**config.mk**
```make
export PLATFORM = sky130hd
export DESIGN_NAME = lexical_token_scanner_top_flat
export DESIGN_NICKNAME = d
export VERILOG_FILES = /design/src/rtl/core/lts_pkg.sv /design/src/rtl/core/lts_req_if.sv /design/src/rtl/core/lts_rsp_if.sv /design/src/rtl/core/lexical_token_scanner_top.sv /design/src/rtl/core/lts_scan.sv /design/src/rtl/core/lts_token_fifo.sv /design/src/flat_wrapper.sv
export SDC_FILE = /design/constraint.sdc
export NUM_CORES = 2
export LEC_CHECK = 0
export BUFFER_PORTS_ARGS = -buffer_cell sky130_fd_sc_hd__clkbuf_2
export CORE_MARGIN = 5
export CORE_UTILIZATION = 60
export CTS_CLUSTER_DIAMETER = 200
export DETAILED_ROUTE_END_ITERATION = 12
export MAX_ROUTING_LAYER = met4
export PLACE_DENSITY = 0.77
export SLEW_MARGIN = 20
export SYNTH_ARGS = -nofsm -noshare
export SYNTH_HDL_FRONTEND = slang
export SYNTH_HIERARCHICAL = 1
export SYNTH_SLANG_ARGS = --single-unit
export TNS_END_PERCENT = 1
```
**constraint.sdc**
```tcl
create_clock -name clock -period 28.6 [get_ports clock]
set_input_delay 2.86 -clock clock [delete_from_list [all_inputs] [get_ports clock]]
set_output_delay 2.86 -clock clock [all_outputs]
set_load 0.1 [all_outputs]
```
**src/rtl/core/lts_pkg.sv**
```systemverilog
package lts_pkg;

   localparam int MAX_TOKEN_LEN  = 8;
   localparam int RESERVED_WORDS = 8;
   localparam int NUM_WORD_REGS  = 8;
   localparam int WORD_W         = 64;
   localparam int WORD_SEL_W     = $clog2(NUM_WORD_REGS);
   localparam int CSR_INDEX_W    = 4;
   localparam int KIND_W         = 4;
   localparam int IDX_W          = 3;
   localparam int LEN_W          = 4;
   localparam int FIFO_DEPTH     = 4;
   localparam int FIFO_PTR_W     = $clog2(FIFO_DEPTH);
   localparam int FIFO_LVL_W     = $clog2(FIFO_DEPTH + 1);

   localparam logic [KIND_W-1:0] K_END      = 4'd0;
   localparam logic [KIND_W-1:0] K_ERROR    = 4'd1;
   localparam logic [KIND_W-1:0] K_IDENT    = 4'd2;
   localparam logic [KIND_W-1:0] K_NUMBER   = 4'd3;
   localparam logic [KIND_W-1:0] K_ASSIGN   = 4'd4;
   localparam logic [KIND_W-1:0] K_EQ       = 4'd5;
   localparam logic [KIND_W-1:0] K_LT       = 4'd6;
   localparam logic [KIND_W-1:0] K_PLUS     = 4'd7;
   localparam logic [KIND_W-1:0] K_MINUS    = 4'd8;
   localparam logic [KIND_W-1:0] K_TIMES    = 4'd9;
   localparam logic [KIND_W-1:0] K_OVER     = 4'd10;
   localparam logic [KIND_W-1:0] K_LPAREN   = 4'd11;
   localparam logic [KIND_W-1:0] K_RPAREN   = 4'd12;
   localparam logic [KIND_W-1:0] K_SEMI     = 4'd13;
   localparam logic [KIND_W-1:0] K_RESERVED = 4'd14;

   localparam logic [7:0] CH_COLON  = 8'h3A;
   localparam logic [7:0] CH_HASH   = 8'h23;
   localparam logic [7:0] CH_EQ     = 8'h3D;
   localparam logic [7:0] CH_LT     = 8'h3C;
   localparam logic [7:0] CH_PLUS   = 8'h2B;
   localparam logic [7:0] CH_MINUS  = 8'h2D;
   localparam logic [7:0] CH_TIMES  = 8'h2A;
   localparam logic [7:0] CH_OVER   = 8'h2F;
   localparam logic [7:0] CH_LPAREN = 8'h28;
   localparam logic [7:0] CH_RPAREN = 8'h29;
   localparam logic [7:0] CH_SEMI   = 8'h3B;
   localparam logic [7:0] CH_SPACE  = 8'h20;
   localparam logic [7:0] CH_TAB    = 8'h09;
   localparam logic [7:0] CH_NL     = 8'h0A;

   typedef enum logic [2:0] {
      ST_START,
      ST_ASSIGN,
      ST_COMMENT,
      ST_NUM,
      ST_ID
   } scan_state_type;

   typedef struct packed {
      logic [KIND_W-1:0] kind;
      logic [IDX_W-1:0]  index;
      logic [LEN_W-1:0]  length;
      logic [WORD_W-1:0] bytes;
      logic              last;
   } token_type;

   function automatic logic is_digit(input logic [7:0] c);
      return c inside {[8'h30:8'h39]};
   endfunction

   function automatic logic is_letter(input logic [7:0] c);
      return c inside {[8'h41:8'h5A], [8'h61:8'h7A]};
   endfunction

   function automatic logic is_space(input logic [7:0] c);
      return c inside {CH_SPACE, CH_TAB, CH_NL};
   endfunction

   function automatic logic [KIND_W-1:0] op_kind(input logic [7:0] c);
      logic [KIND_W-1:0] k;
      case (c)
         CH_EQ:     k = K_EQ;
         CH_LT:     k = K_LT;
         CH_PLUS:   k = K_PLUS;
         CH_MINUS:  k = K_MINUS;
         CH_TIMES:  k = K_TIMES;
         CH_OVER:   k = K_OVER;
         CH_LPAREN: k = K_LPAREN;
         CH_RPAREN: k = K_RPAREN;
         CH_SEMI:   k = K_SEMI;
         default:   k = K_ERROR;
      endcase
      return k;
   endfunction

endpackage

```
**src/rtl/core/lts_req_if.sv**
```systemverilog
interface lts_req_if;
   logic       valid;
   logic       ready;
   logic [7:0] source_byte;
   logic       end_of_input;

   modport source (output valid, source_byte, end_of_input, input ready);
   modport sink (input valid, source_byte, end_of_input, output ready);
endinterface

```
**src/rtl/core/lts_rsp_if.sv**
```systemverilog
interface lts_rsp_if;
   logic        valid;
   logic        ready;
   logic [3:0]  token_kind;
   logic [2:0]  reserved_index;
   logic [3:0]  lexeme_length;
   logic [63:0] lexeme_bytes;
   logic        last_of_item;

   modport source (output valid, token_kind, reserved_index, lexeme_length, lexeme_bytes,
                   last_of_item, input ready);
   modport sink (input valid, token_kind, reserved_index, lexeme_length, lexeme_bytes,
                 last_of_item, output ready);
endinterface

```
**src/rtl/core/lexical_token_scanner_top.sv**
```systemverilog
// Byte-at-a-time lexical scanner for a small language.
// req_ch carries one source byte or an end-of-input mark per item; rsp_ch
// carries finished tokens (kind, reserved slot, lexeme length and bytes) and
// flags the last token that each request item caused. One item yields zero,
// one or two tokens.
// Items are accepted one per cycle while req_ch.ready is high; the scanner
// step and the eight reserved word compares run in the accept cycle and the
// tokens are written to a four-entry token queue. With the queue empty, the
// first token of an item appears on rsp_ch in the cycle after the item is
// accepted; the second token of a pair follows in the cycle after the first
// is taken. The queue drains one token per cycle while rsp_ch.ready is high,
// so items that give two tokens slow the sustained item rate.
// req_ch.ready is high while the queue has room for two tokens, so input keeps
// flowing while the receiver stalls until the queue fills; nothing is lost.
// csr_we writes reserved word csr_index (0 to 7) with csr_wdata; other
// indexes are ignored. Write only while the block is idle.
// Synchronous reset returns the scanner to its start state with an empty
// lexeme, clears all reserved words and empties the token queue.
module lexical_token_scanner_top
   import lts_pkg::*;
(
   input  logic                   clock,
   input  logic                   reset,
   lts_req_if.sink                req_ch,
   lts_rsp_if.source              rsp_ch,
   input  logic                   csr_we,
   input  logic [CSR_INDEX_W-1:0] csr_index,
   input  logic [WORD_W-1:0]      csr_wdata
);

   logic                  accept;
   logic [1:0]            tok_count;
   token_type             tok0;
   token_type             tok1;
   token_type             head;
   logic                  head_valid;
   logic                  room;
   logic [FIFO_LVL_W-1:0] level;
   logic                  pop;

   assign req_ch.ready = room;
   assign accept       = req_ch.valid && room;
   assign pop          = head_valid && rsp_ch.ready;

   lts_scan u_scan (
      .clock        (clock),
      .reset        (reset),
      .step         (accept),
      .source_byte  (req_ch.source_byte),
      .end_of_input (req_ch.end_of_input),
      .csr_we       (csr_we),
      .csr_index    (csr_index),
      .csr_wdata    (csr_wdata),
      .tok_count    (tok_count),
      .tok0         (tok0),
      .tok1         (tok1)
   );

   lts_token_fifo u_fifo (
      .clock      (clock),
      .reset      (reset),
      .push_count (accept ? tok_count : 2'd0),
      .push0      (tok0),
      .push1      (tok1),
      .pop        (pop),
      .head       (head),
      .head_valid (head_valid),
      .room       (room),
      .level      (level)
   );

   assign rsp_ch.valid          = head_valid;
   assign rsp_ch.token_kind     = head.kind;
   assign rsp_ch.reserved_index = head.index;
   assign rsp_ch.lexeme_length  = head.length;
   assign rsp_ch.lexeme_bytes   = head.bytes;
   assign rsp_ch.last_of_item   = head.last;

   a_level_bound: assert property (@(posedge clock) disable iff (reset)
      level <= FIFO_LVL_W'(FIFO_DEPTH))
      else $error("token queue overfilled");

   a_two_tokens_queued: assert property (@(posedge clock) disable iff (reset)
      (accept && tok_count == 2'd2) |=> level >= FIFO_LVL_W'(2))
      else $error("pair of tokens not both queued");

   a_last_marks: assert property (@(posedge clock) disable iff (reset)
      (accept && tok_count == 2'd2) |-> (!tok0.last && tok1.last))
      else $error("last token flag misplaced");

   a_end_empty: assert property (@(posedge clock) disable iff (reset)
      (pop && head.kind == K_END) |-> (head.length == '0 && head.bytes == '0))
      else $error("end token with lexeme");

endmodule

```
**src/rtl/core/lts_scan.sv**
```systemverilog
module lts_scan
   import lts_pkg::*;
(
   input  logic                   clock,
   input  logic                   reset,
   input  logic                   step,
   input  logic [7:0]             source_byte,
   input  logic                   end_of_input,
   input  logic                   csr_we,
   input  logic [CSR_INDEX_W-1:0] csr_index,
   input  logic [WORD_W-1:0]      csr_wdata,
   output logic [1:0]             tok_count,
   output token_type              tok0,
   output token_type              tok1
);

   logic [WORD_W-1:0] reserved_ff [NUM_WORD_REGS];
   scan_state_type    state_ff, state_in;
   logic [WORD_W-1:0] lex_ff, lex_in;
   logic [LEN_W-1:0]  cnt_ff, cnt_in;
   logic              over_ff, over_in;

   logic [WORD_W-1:0] sav_lex;
   logic [LEN_W-1:0]  sav_cnt;
   logic              sav_over;

   logic              match_any;
   logic [IDX_W-1:0]  match_idx;

   logic              st_valid;
   token_type         st_tok;
   scan_state_type    st_state;
   logic [WORD_W-1:0] st_lex;
   logic [LEN_W-1:0]  st_cnt;

   logic              pre_valid;
   token_type         pre_tok;
   logic              do_start;

   // append the byte to the lexeme, or mark overflow
   always_comb begin
      sav_lex  = lex_ff;
      sav_cnt  = cnt_ff;
      sav_over = over_ff;
      if (cnt_ff < LEN_W'(MAX_TOKEN_LEN)) begin
         for (int i = 0; i < MAX_TOKEN_LEN; i++) begin
            if (cnt_ff == LEN_W'(i)) begin
               sav_lex[i*8 +: 8] = source_byte;
            end
         end
         sav_cnt = cnt_ff + LEN_W'(1);
      end else begin
         sav_over = 1'b1;
      end
   end

   // lowest matching reserved slot wins
   always_comb begin
      match_any = 1'b0;
      match_idx = '0;
      for (int i = RESERVED_WORDS - 1; i >= 0; i--) begin
         if (!over_ff && reserved_ff[i] != '0 && reserved_ff[i] == lex_ff) begin
            match_any = 1'b1;
            match_idx = IDX_W'(i);
         end
      end
   end

   // start-state step, always from an empty lexeme
   always_comb begin
      st_valid = 1'b0;
      st_state = ST_START;
      st_lex   = '0;
      st_cnt   = '0;
      st_tok   = '0;
      if (end_of_input) begin
         st_valid    = 1'b1;
         st_tok.kind = K_END;
      end else if (is_digit(source_byte)) begin
         st_state = ST_NUM;
         st_lex   = WORD_W'(source_byte);
         st_cnt   = LEN_W'(1);
      end else if (is_letter(source_byte)) begin
         st_state = ST_ID;
         st_lex   = WORD_W'(source_byte);
         st_cnt   = LEN_W'(1);
      end else if (source_byte == CH_COLON) begin
         st_state = ST_ASSIGN;
         st_lex   = WORD_W'(source_byte);
         st_cnt   = LEN_W'(1);
      end else if (is_space(source_byte)) begin
         st_state = ST_START;
      end else if (source_byte == CH_HASH) begin
         st_state = ST_COMMENT;
      end else begin
         st_valid      = 1'b1;
         st_tok.kind   = op_kind(source_byte);
         st_tok.length = LEN_W'(1);
         st_tok.bytes  = WORD_W'(source_byte);
      end
   end

   // next state and lexeme
   always_comb begin
      state_in  = state_ff;
      lex_in    = lex_ff;
      cnt_in    = cnt_ff;
      over_in   = over_ff;
      pre_valid = 1'b0;
      pre_tok   = '0;
      do_start  = 1'b0;
      pre_tok.length = cnt_ff;
      pre_tok.bytes  = lex_ff;
      case (state_ff)
         ST_COMMENT: begin
            if (end_of_input) begin
               pre_valid    = 1'b1;
               pre_tok.kind = K_END;
               state_in     = ST_START;
            end else if (source_byte == CH_HASH) begin
               state_in = ST_START;
            end
         end
         ST_ASSIGN: begin
            pre_valid = 1'b1;
            if (!end_of_input && source_byte == CH_EQ) begin
               pre_tok.kind   = K_ASSIGN;
               pre_tok.length = sav_cnt;
               pre_tok.bytes  = sav_lex;
               state_in       = ST_START;
               lex_in         = '0;
               cnt_in         = '0;
               over_in        = 1'b0;
            end else begin
               pre_tok.kind = K_ERROR;
               do_start     = 1'b1;
            end
         end
         ST_NUM: begin
            if (!end_of_input && is_digit(source_byte)) begin
               lex_in  = sav_lex;
               cnt_in  = sav_cnt;
               over_in = sav_over;
            end else begin
               pre_valid    = 1'b1;
               pre_tok.kind = K_NUMBER;
               do_start     = 1'b1;
            end
         end
         ST_ID: begin
            if (!end_of_input && is_letter(source_byte)) begin
               lex_in  = sav_lex;
               cnt_in  = sav_cnt;
               over_in = sav_over;
            end else begin
               pre_valid     = 1'b1;
               pre_tok.kind  = match_any ? K_RESERVED : K_IDENT;
               pre_tok.index = match_any ? match_idx : '0;
               do_start      = 1'b1;
            end
         end
         default: begin
            do_start = 1'b1;
         end
      endcase
      if (do_start) begin
         state_in = st_state;
         lex_in   = st_lex;
         cnt_in   = st_cnt;
         over_in  = 1'b0;
      end
   end

   // tokens of this item
   always_comb begin
      tok_count = 2'd0;
      tok0      = '0;
      tok1      = '0;
      if (pre_valid && do_start && st_valid) begin
         tok_count = 2'd2;
         tok0      = pre_tok;
         tok1      = st_tok;
         tok1.last = 1'b1;
      end else if (pre_valid) begin
         tok_count = 2'd1;
         tok0      = pre_tok;
         tok0.last = 1'b1;
      end else if (do_start && st_valid) begin
         tok_count = 2'd1;
         tok0      = st_tok;
         tok0.last = 1'b1;
      end
   end

   always_ff @(posedge clock) begin
      if (reset) begin
         state_ff <= ST_START;
         lex_ff   <= '0;
         cnt_ff   <= '0;
         over_ff  <= 1'b0;
      end else if (step) begin
         state_ff <= state_in;
         lex_ff   <= lex_in;
         cnt_ff   <= cnt_in;
         over_ff  <= over_in;
      end
   end

   always_ff @(posedge clock) begin
      if (reset) begin
         for (int i = 0; i < NUM_WORD_REGS; i++) begin
            reserved_ff[i] <= '0;
         end
      end else if (csr_we && csr_index < CSR_INDEX_W'(NUM_WORD_REGS)) begin
         reserved_ff[csr_index[WORD_SEL_W-1:0]] <= csr_wdata;
      end
   end

endmodule

```
**src/rtl/core/lts_token_fifo.sv**
```systemverilog
module lts_token_fifo
   import lts_pkg::*;
(
   input  logic                  clock,
   input  logic                  reset,
   input  logic [1:0]            push_count,
   input  token_type             push0,
   input  token_type             push1,
   input  logic                  pop,
   output token_type             head,
   output logic                  head_valid,
   output logic                  room,
   output logic [FIFO_LVL_W-1:0] level
);

   token_type             mem_ff [FIFO_DEPTH];
   logic [FIFO_PTR_W-1:0] wr_ff, wr_in;
   logic [FIFO_PTR_W-1:0] rd_ff, rd_in;
   logic [FIFO_LVL_W-1:0] lvl_ff, lvl_in;

   assign head       = mem_ff[rd_ff];
   assign head_valid = lvl_ff != '0;
   assign room       = lvl_ff <= FIFO_LVL_W'(FIFO_DEPTH - 2);
   assign level      = lvl_ff;

   assign wr_in  = wr_ff + FIFO_PTR_W'(push_count);
   assign rd_in  = rd_ff + FIFO_PTR_W'(pop);
   assign lvl_in = lvl_ff + FIFO_LVL_W'(push_count) - FIFO_LVL_W'(pop);

   always_ff @(posedge clock) begin
      if (push_count != 2'd0) begin
         mem_ff[wr_ff] <= push0;
      end
      if (push_count == 2'd2) begin
         mem_ff[wr_ff + FIFO_PTR_W'(1)] <= push1;
      end
   end

   always_ff @(posedge clock) begin
      if (reset) begin
         wr_ff  <= '0;
         rd_ff  <= '0;
         lvl_ff <= '0;
      end else begin
         wr_ff  <= wr_in;
         rd_ff  <= rd_in;
         lvl_ff <= lvl_in;
      end
   end

endmodule

```
**src/flat_wrapper.sv**
```systemverilog
// flat-port wrapper written by rule: the top's interface ports become plain ports
module lexical_token_scanner_top_flat import lts_pkg::*;
  (clock, reset, csr_we, csr_index, csr_wdata, req_ch_valid, req_ch_source_byte, req_ch_end_of_input, req_ch_ready, rsp_ch_valid, rsp_ch_token_kind, rsp_ch_reserved_index, rsp_ch_lexeme_length, rsp_ch_lexeme_bytes, rsp_ch_last_of_item, rsp_ch_ready);
  lts_req_if req_ch_i ();
  lts_rsp_if rsp_ch_i ();
  input  logic clock;
  input  logic reset;
  input  logic csr_we;
  input  logic [CSR_INDEX_W-1:0] csr_index;
  input  logic [WORD_W-1:0] csr_wdata;
  input wire logic [$bits(req_ch_i.valid)-1:0] req_ch_valid;
  input wire logic [$bits(req_ch_i.source_byte)-1:0] req_ch_source_byte;
  input wire logic [$bits(req_ch_i.end_of_input)-1:0] req_ch_end_of_input;
  output wire logic [$bits(req_ch_i.ready)-1:0] req_ch_ready;
  output wire logic [$bits(rsp_ch_i.valid)-1:0] rsp_ch_valid;
  output wire logic [$bits(rsp_ch_i.token_kind)-1:0] rsp_ch_token_kind;
  output wire logic [$bits(rsp_ch_i.reserved_index)-1:0] rsp_ch_reserved_index;
  output wire logic [$bits(rsp_ch_i.lexeme_length)-1:0] rsp_ch_lexeme_length;
  output wire logic [$bits(rsp_ch_i.lexeme_bytes)-1:0] rsp_ch_lexeme_bytes;
  output wire logic [$bits(rsp_ch_i.last_of_item)-1:0] rsp_ch_last_of_item;
  input wire logic [$bits(rsp_ch_i.ready)-1:0] rsp_ch_ready;
  assign req_ch_i.valid = req_ch_valid;
  assign req_ch_i.source_byte = req_ch_source_byte;
  assign req_ch_i.end_of_input = req_ch_end_of_input;
  assign req_ch_ready = req_ch_i.ready;
  assign rsp_ch_valid = rsp_ch_i.valid;
  assign rsp_ch_token_kind = rsp_ch_i.token_kind;
  assign rsp_ch_reserved_index = rsp_ch_i.reserved_index;
  assign rsp_ch_lexeme_length = rsp_ch_i.lexeme_length;
  assign rsp_ch_lexeme_bytes = rsp_ch_i.lexeme_bytes;
  assign rsp_ch_last_of_item = rsp_ch_i.last_of_item;
  assign rsp_ch_i.ready = rsp_ch_ready;
  lexical_token_scanner_top u_core (.clock(clock), .reset(reset), .req_ch(req_ch_i), .rsp_ch(rsp_ch_i), .csr_we(csr_we), .csr_index(csr_index), .csr_wdata(csr_wdata));
endmodule
```
# After elaboration in Yosys (flattened, before gate mapping)
# Memory sizes are Yosys's and may differ from the RTL's. A register that Yosys moved wholly into a read port is not among the register bits.
# Index checks and enable logic that the tools add are counted.
word_totals:
  register_bits: 79
  mem_bits_rw: 816
  output_inout_bits: 78
  word_cells: 226
  n_memories: 2
classes:
  n_addsub: 6
  order_cmp: 9
  n_eq_ne: 38
  mux: 116
  n_reduce_logical: 48
memory_table:
  columns: ["name", "words", "word_bits", "read_ports", "rd_ports_with_merged_regs", "wr", "line_no", "rtl"]
  rows:
  - ["u_core.u_scan.reserved_ff", 8, 64, 8, 0, 8, "lts_scan.sv:17", "logic [WORD_W-1:0] reserved_ff [NUM_WORD_REGS];"]
  - ["u_core.u_fifo.mem_ff", 4, 76, 1, 1, 2, "lts_token_fifo.sv:16", "token_type mem_ff [FIFO_DEPTH];"]
op_table:
  columns: ["cell", "count"]
  rows:
  - ["$eq A64 B64 Y1", 8]
  - ["$reduce_bool A64 Y1", 8]
  - ["$mux W65", 6]
  - ["$mux W64", 6]
  - ["$mux W76", 4]
  - ["$pmux W64 S3", 1]
  - ["$mux W68", 2]
  - ["$eq A8 B6 Y1 const B", 12]
  - ["$mux W8", 12]
  - ["$reduce_or A64 Y1", 1]
  - ["$mux W3", 19]
  - ["$mux W4", 12]
  - ["$mux W1", 39]
  - ["$pmux W4 S9", 1]
  - ["$logic_and A1 B1 Y1", 28]
  - ["$pmux W4 S3", 2]
  - ["$eq A4 B3 Y1 const B", 4]
  - ["$eq A8 B4 Y1 const B", 2]
  - ["$ge A8 B7 Y1 const B", 2]
  - ["$le A8 B7 Y1 const B", 2]
  - ["$mux W2", 7]
  - ["$ne A3 B3 Y1 const B", 3]
  - ["$reduce_bool A3 Y1", 3]
  - ["$eq A4 B2 Y1 const B", 2]
  - ["26 further kinds", 31]

# Depth between registers and ports, before layout
# An unclocked memory read counts as a cell.
logic_depth:
  word_depth: 17
  ltp_mapped: 19
  depth_no_buf: 16

# Cells and area by module
# Netlist, hierarchy kept.
by_module_without_submodules:
  columns: ["mod", "n_inst", "cells_each", "area_each_um2", "seq_area_each_um2"]
  rows:
  - ["lts_scan", 1, 2708, 30754.5, 16816.1]
  - ["lts_token_fifo", 1, 778, 15104.5, 9268.9]
  - ["lexical_token_scanner_top", 1, 4, 25.0, 0.0]

# Least setup slack after synthesis
# No wires, ideal clock.
synth_timing:
  path_type: "in2reg"
  startpoint: "input req_ch_source_byte[1]"
  endpoint: "memory u_core/u_fifo/mem_ff[0][0] (netlist name), enable pin"
  setup_time_ps: 615
  arrival_ps: 10516
  required_time_ps: 27985
  setup_slack_ps: 17468
  cell_stages: 13
  path_buffers: 4
  cell_sequence: "buf_2 > and2_1 > buf_6 > o211a_1 > o31a_1 > nor2_4 > o21ai_1 > clkbuf_1 > xnor2_1 > buf_4 > and3_1 > o21bai_1 > o21ai_0"
synth_rtl:
  columns: ["element", "line_no", "rtl"]
  rows:
  - ["start: declaration", "flat_wrapper.sv:12", "input wire logic [$bits(req_ch_i.source_byte)-1:0] req_ch_source_byte;"]
  - ["end: declaration", "lts_token_fifo.sv:16", null]

==> flow_summary.ini <==
[status]
outcome = complete, no violations

[synth]
ys.flop_type = edfxtp_1
syn_area_per_cell_um2 = 13.15
synth_edf_count = 816
synthArstFlopShare_pct = 0
synth_area_mm2 = 0.04588
syn_inst = 3490
yosys_warnings = 6
seq_area_frac_synth_pct = 56.85
ys_ff_latch = 895
synthDistinctLibCells = 90

[critical_path]
cp.required_ns = 29.01
arrival_ns = 7.39
cp_max_fo = 39
path_class = input pin to flip-flop
end_kind = flip-flop
start_kind = input pin

[pwr]
comb_power_share_pct = 22.3
power_switching_w = 0.001257
clkPwrFrac_pct = 35.0
p_int_w = 0.002499
pwr-share-seq_pct = 42.7
ir_worst_vdd_uv = 63.01
power_density_mw_per_mm2 = 73.97
switching_share_pct = 33.48
power.leakage_nw = 18.56

[timing]
tns_ns = 0
tightest_slew_ns = 1.302
relSlewSlack_pct = 12.43
fin_crit_ns = 6.976
rsz0062_at_grt = no
finClkSkew_ns = 0.02283
hold_viol = 0
fin_ws_ns = 21.62
setup_viol = 0
fmax_mhz = 143.4
slew_violations = 0
timing.final.crit_share_pct = 24.39

[final_layout]
area.growth.synth_to_final_pct = 10.66
stdcell_count = 4741
drive_above_1_share_pct = 20.42
final_util_pct = 66.86
fin_area_mm2 = 0.05078
nets = 3710

[clock_tree]
clock_path_buffers = 3
tritoncts = done
postCtsSetupRepairBufs = 0
clock-sinks = 895
holdBufCountCts = 0
clk_pin_slew_worst_paths_ns = 0.06
insertion_delay_ns = 0.67
cts_max_level = 3
cts_root_buffer = clkbuf_16
cts_resized = 0
numCtsBuffers = 95

[route]
via_count = 30940
drtIter0Drc = 3619
m1WireLength_mm = 57.38
routed_wl_mm = 164.5
wl_met3_mm = 13.60
post_drt_via_cell_ratio = 6.527
dr.max_layer_used = met4
ant_nets = 0
drc_errors = 0
first_pass_iters = 6
wire_per_inst_um = 34.70
dr_wl_met2_mm = 78.35

[placement]
pre_cts_slack_ns = 21.04
placed_area_mm2 = 0.04740
place_inst = 4550
place_congestion = 1.067
portBuffers = 159
hpwl_mm = 119.6

[die]
start_util_pct = 60.41
boundaryPins = 160
rows = 101
fp.dieW_um = 286.5
core_mm2 = 0.07595
dieArea_mm2 = 0.08211
die_h_um = 286.5

[global_routing]
grt_usage_pct = 40.55
grt_pass1_wl_mm = 226.0
grt_max_degree = 66
grt_pass1_vias = 30360
grt_overflow_total = 0
antenna_found_initial = 11

[run]
drv_cap = 0

[min_path]
hp-class = flip-flop to flip-flop
cell type report:
| type | count | area (µm²) |
|---|---|---|
| Sequential cell | 895 | 26090 |
| Antenna cell | 14 | 35.03 |
| Multi-Input combinational cell | 2305 | 18270 |
| Clock buffer | 113 | 2487 |
| Fill cell | 5423 | 25170 |
| Timing Repair Buffer | 254 | 1521 |
| Inverter | 67 | 251.5 |
| Clock inverter | 63 | 835.8 |
| Tap cell | 1030 | 1289 |
metrics by stage:
step	total power, W	hold slack, ns
global placement	0.002460	0.4932
detailed placement	0.002465	0.4970
floorplan	0.002277	0.5084
global route	0.003852	0.5833
finish	0.003756	0.5230
CTS	0.003764	0.5196
registers in the layout, summed over array words and instances, names as in the netlist:
name,count
u_core/u_fifo/level,3
u_core/u_fifo/wr_ff,2
u_core/u_fifo/mem_ff,304
u_core/u_fifo/rd_ff,2
u_core/u_scan/over_ff,1
u_core/u_scan/state_ff,3
u_core/u_scan/reserved_ff,512
u_core/u_scan/lex_ff,64
u_core/u_scan/cnt_ff,4
critical path, stage by stage:
cell and delay, ns:
clkbuf_2 0.29, nor3_1 0.39, a211o_1 0.23, o31a_1 0.29
nor2_4 0.07, o21a_2 0.40, nor2_1 0.42, and3_1 0.40
nor4bb_4 0.37, buf_4 0.53, buf_4 0.60, mux2_2 0.40
layer usage:
layer	global-route usage, %	up-vias
li1	-	13070
met2	64.55	1850
met3	6.299	490
met4	28.26	0
met1	47.57	15540
met5	-	-
cell usage after synthesis (4+ instances only):
| cell type | number | share of area, % |
|---|---|---|
| inv_1 | 62 | 0.51 |
| nand3_1 | 53 | 0.58 |
| buf_6 | 17 | 0.42 |
| o21ai_0 | 19 | 0.21 |
| xor2_1 | 263 | 5.0 |
| a22o_1 | 19 | 0.36 |
| nor4_1 | 216 | 2.9 |
| a2111oi_0 | 4 | 0.076 |
| o22ai_1 | 20 | 0.27 |
| xnor2_1 | 169 | 3.2 |
| a222oi_1 | 7 | 0.15 |
| inv_2 | 5 | 0.041 |
| or3_1 | 5 | 0.068 |
| o221ai_1 | 5 | 0.095 |
| edfxtp_1 | 816 | 53 |
| and3_1 | 11 | 0.15 |
| nand2b_1 | 11 | 0.15 |
| buf_4 | 88 | 1.4 |
| dfxtp_1 | 79 | 3.4 |
| mux2_4 | 8 | 0.26 |
| or4_1 | 11 | 0.18 |
| ha_1 | 9 | 0.25 |
| nor3_1 | 30 | 0.33 |
| o2bb2ai_1 | 6 | 0.11 |
| nand4_1 | 90 | 1.2 |
| a221oi_1 | 6 | 0.11 |
| nand2_1 | 76 | 0.62 |
| a2bb2oi_1 | 5 | 0.095 |
| a21oi_1 | 73 | 0.80 |
| o31ai_1 | 4 | 0.065 |
| nor2_1 | 81 | 0.66 |
| mux4_2 | 76 | 3.7 |
| and2_1 | 530 | 7.2 |
| o21ai_1 | 4 | 0.044 |
| mux2i_1 | 22 | 0.48 |
| or2_2 | 10 | 0.14 |
| nor2b_1 | 16 | 0.22 |
| buf_2 | 89 | 0.97 |
| clkbuf_1 | 88 | 0.72 |
| mux2_1 | 69 | 1.7 |
| o21a_1 | 20 | 0.33 |
| mux2_2 | 227 | 5.6 |
| o2111ai_1 | 4 | 0.076 |
logic make-up (layout without fill, tap and decap cells):
kind of cell | count (synthesis) | count (layout) | synth area share, %
simple gates | 1166 | 1166 | 15.14
flops | 895 | 895 | 56.85
xor+xnor | 435 | 435 | 8.407
mux | 402 | 402 | 11.74
buf+inv | 351 | 497 | 4.115
compound gates | 230 | 230 | 3.458
fa+ha+maj | 10 | 10 | 0.2891
other cells | 1 | 76 | 0.008173
path summary, 6_finish.rpt:
check	startpoint	end	slack, ns	cells past startpoint
worst max-delay path	req_ch_source_byte[4]	u_core/u_fifo/mem_ff[2][45]	21.62	12
worst min register to register	u_core/u_scan/lex_ff[27]	u_core/u_scan/lex_ff[27]	0.52	2
worst max register to register	u_core/u_scan/state_ff[2]	u_core/u_fifo/mem_ff[2][45]	23.70	11
worst min-delay path	u_core/u_scan/lex_ff[27]	u_core/u_scan/lex_ff[27]	0.52	2
power by group through the flow:
stage / registers (W) / logic [W] / clock network [W]
final: 0.00160 / 0.000839 / 0.00131
after global routing: 0.00161 / 0.000860 / 0.00138
after global placement: 0.00163 / 0.000834 / 0
after detailed placement: 0.00163 / 0.000836 / 0
after CTS: 0.00160 / 0.000838 / 0.00132
after floorplan: 0.00160 / 0.000682 / 0
layout by cell type (no fill, tap or decap), types with 28 or more instances in the layout:
cell       netlist  routed
a21oi_1         73      73
and2_1         530     530
buf_4           88      94
clkbuf_16        0      97
clkbuf_2         1     159
conb_1           1      62
dfxtp_1         79      77
edfxtp_1       816     816
inv_1           62      62
mux2_1          69      69
mux2_2         227     227
mux4_2          76      76
nand2_1         76      76
nand3_1         53      53
nand4_1         90      90
nor2_1          81      72
nor3_1          30      28
nor4_1         216     216
xnor2_1        169     169
xor2_1         263     263
No activity file was read; power rests on OpenSTA's default activity.
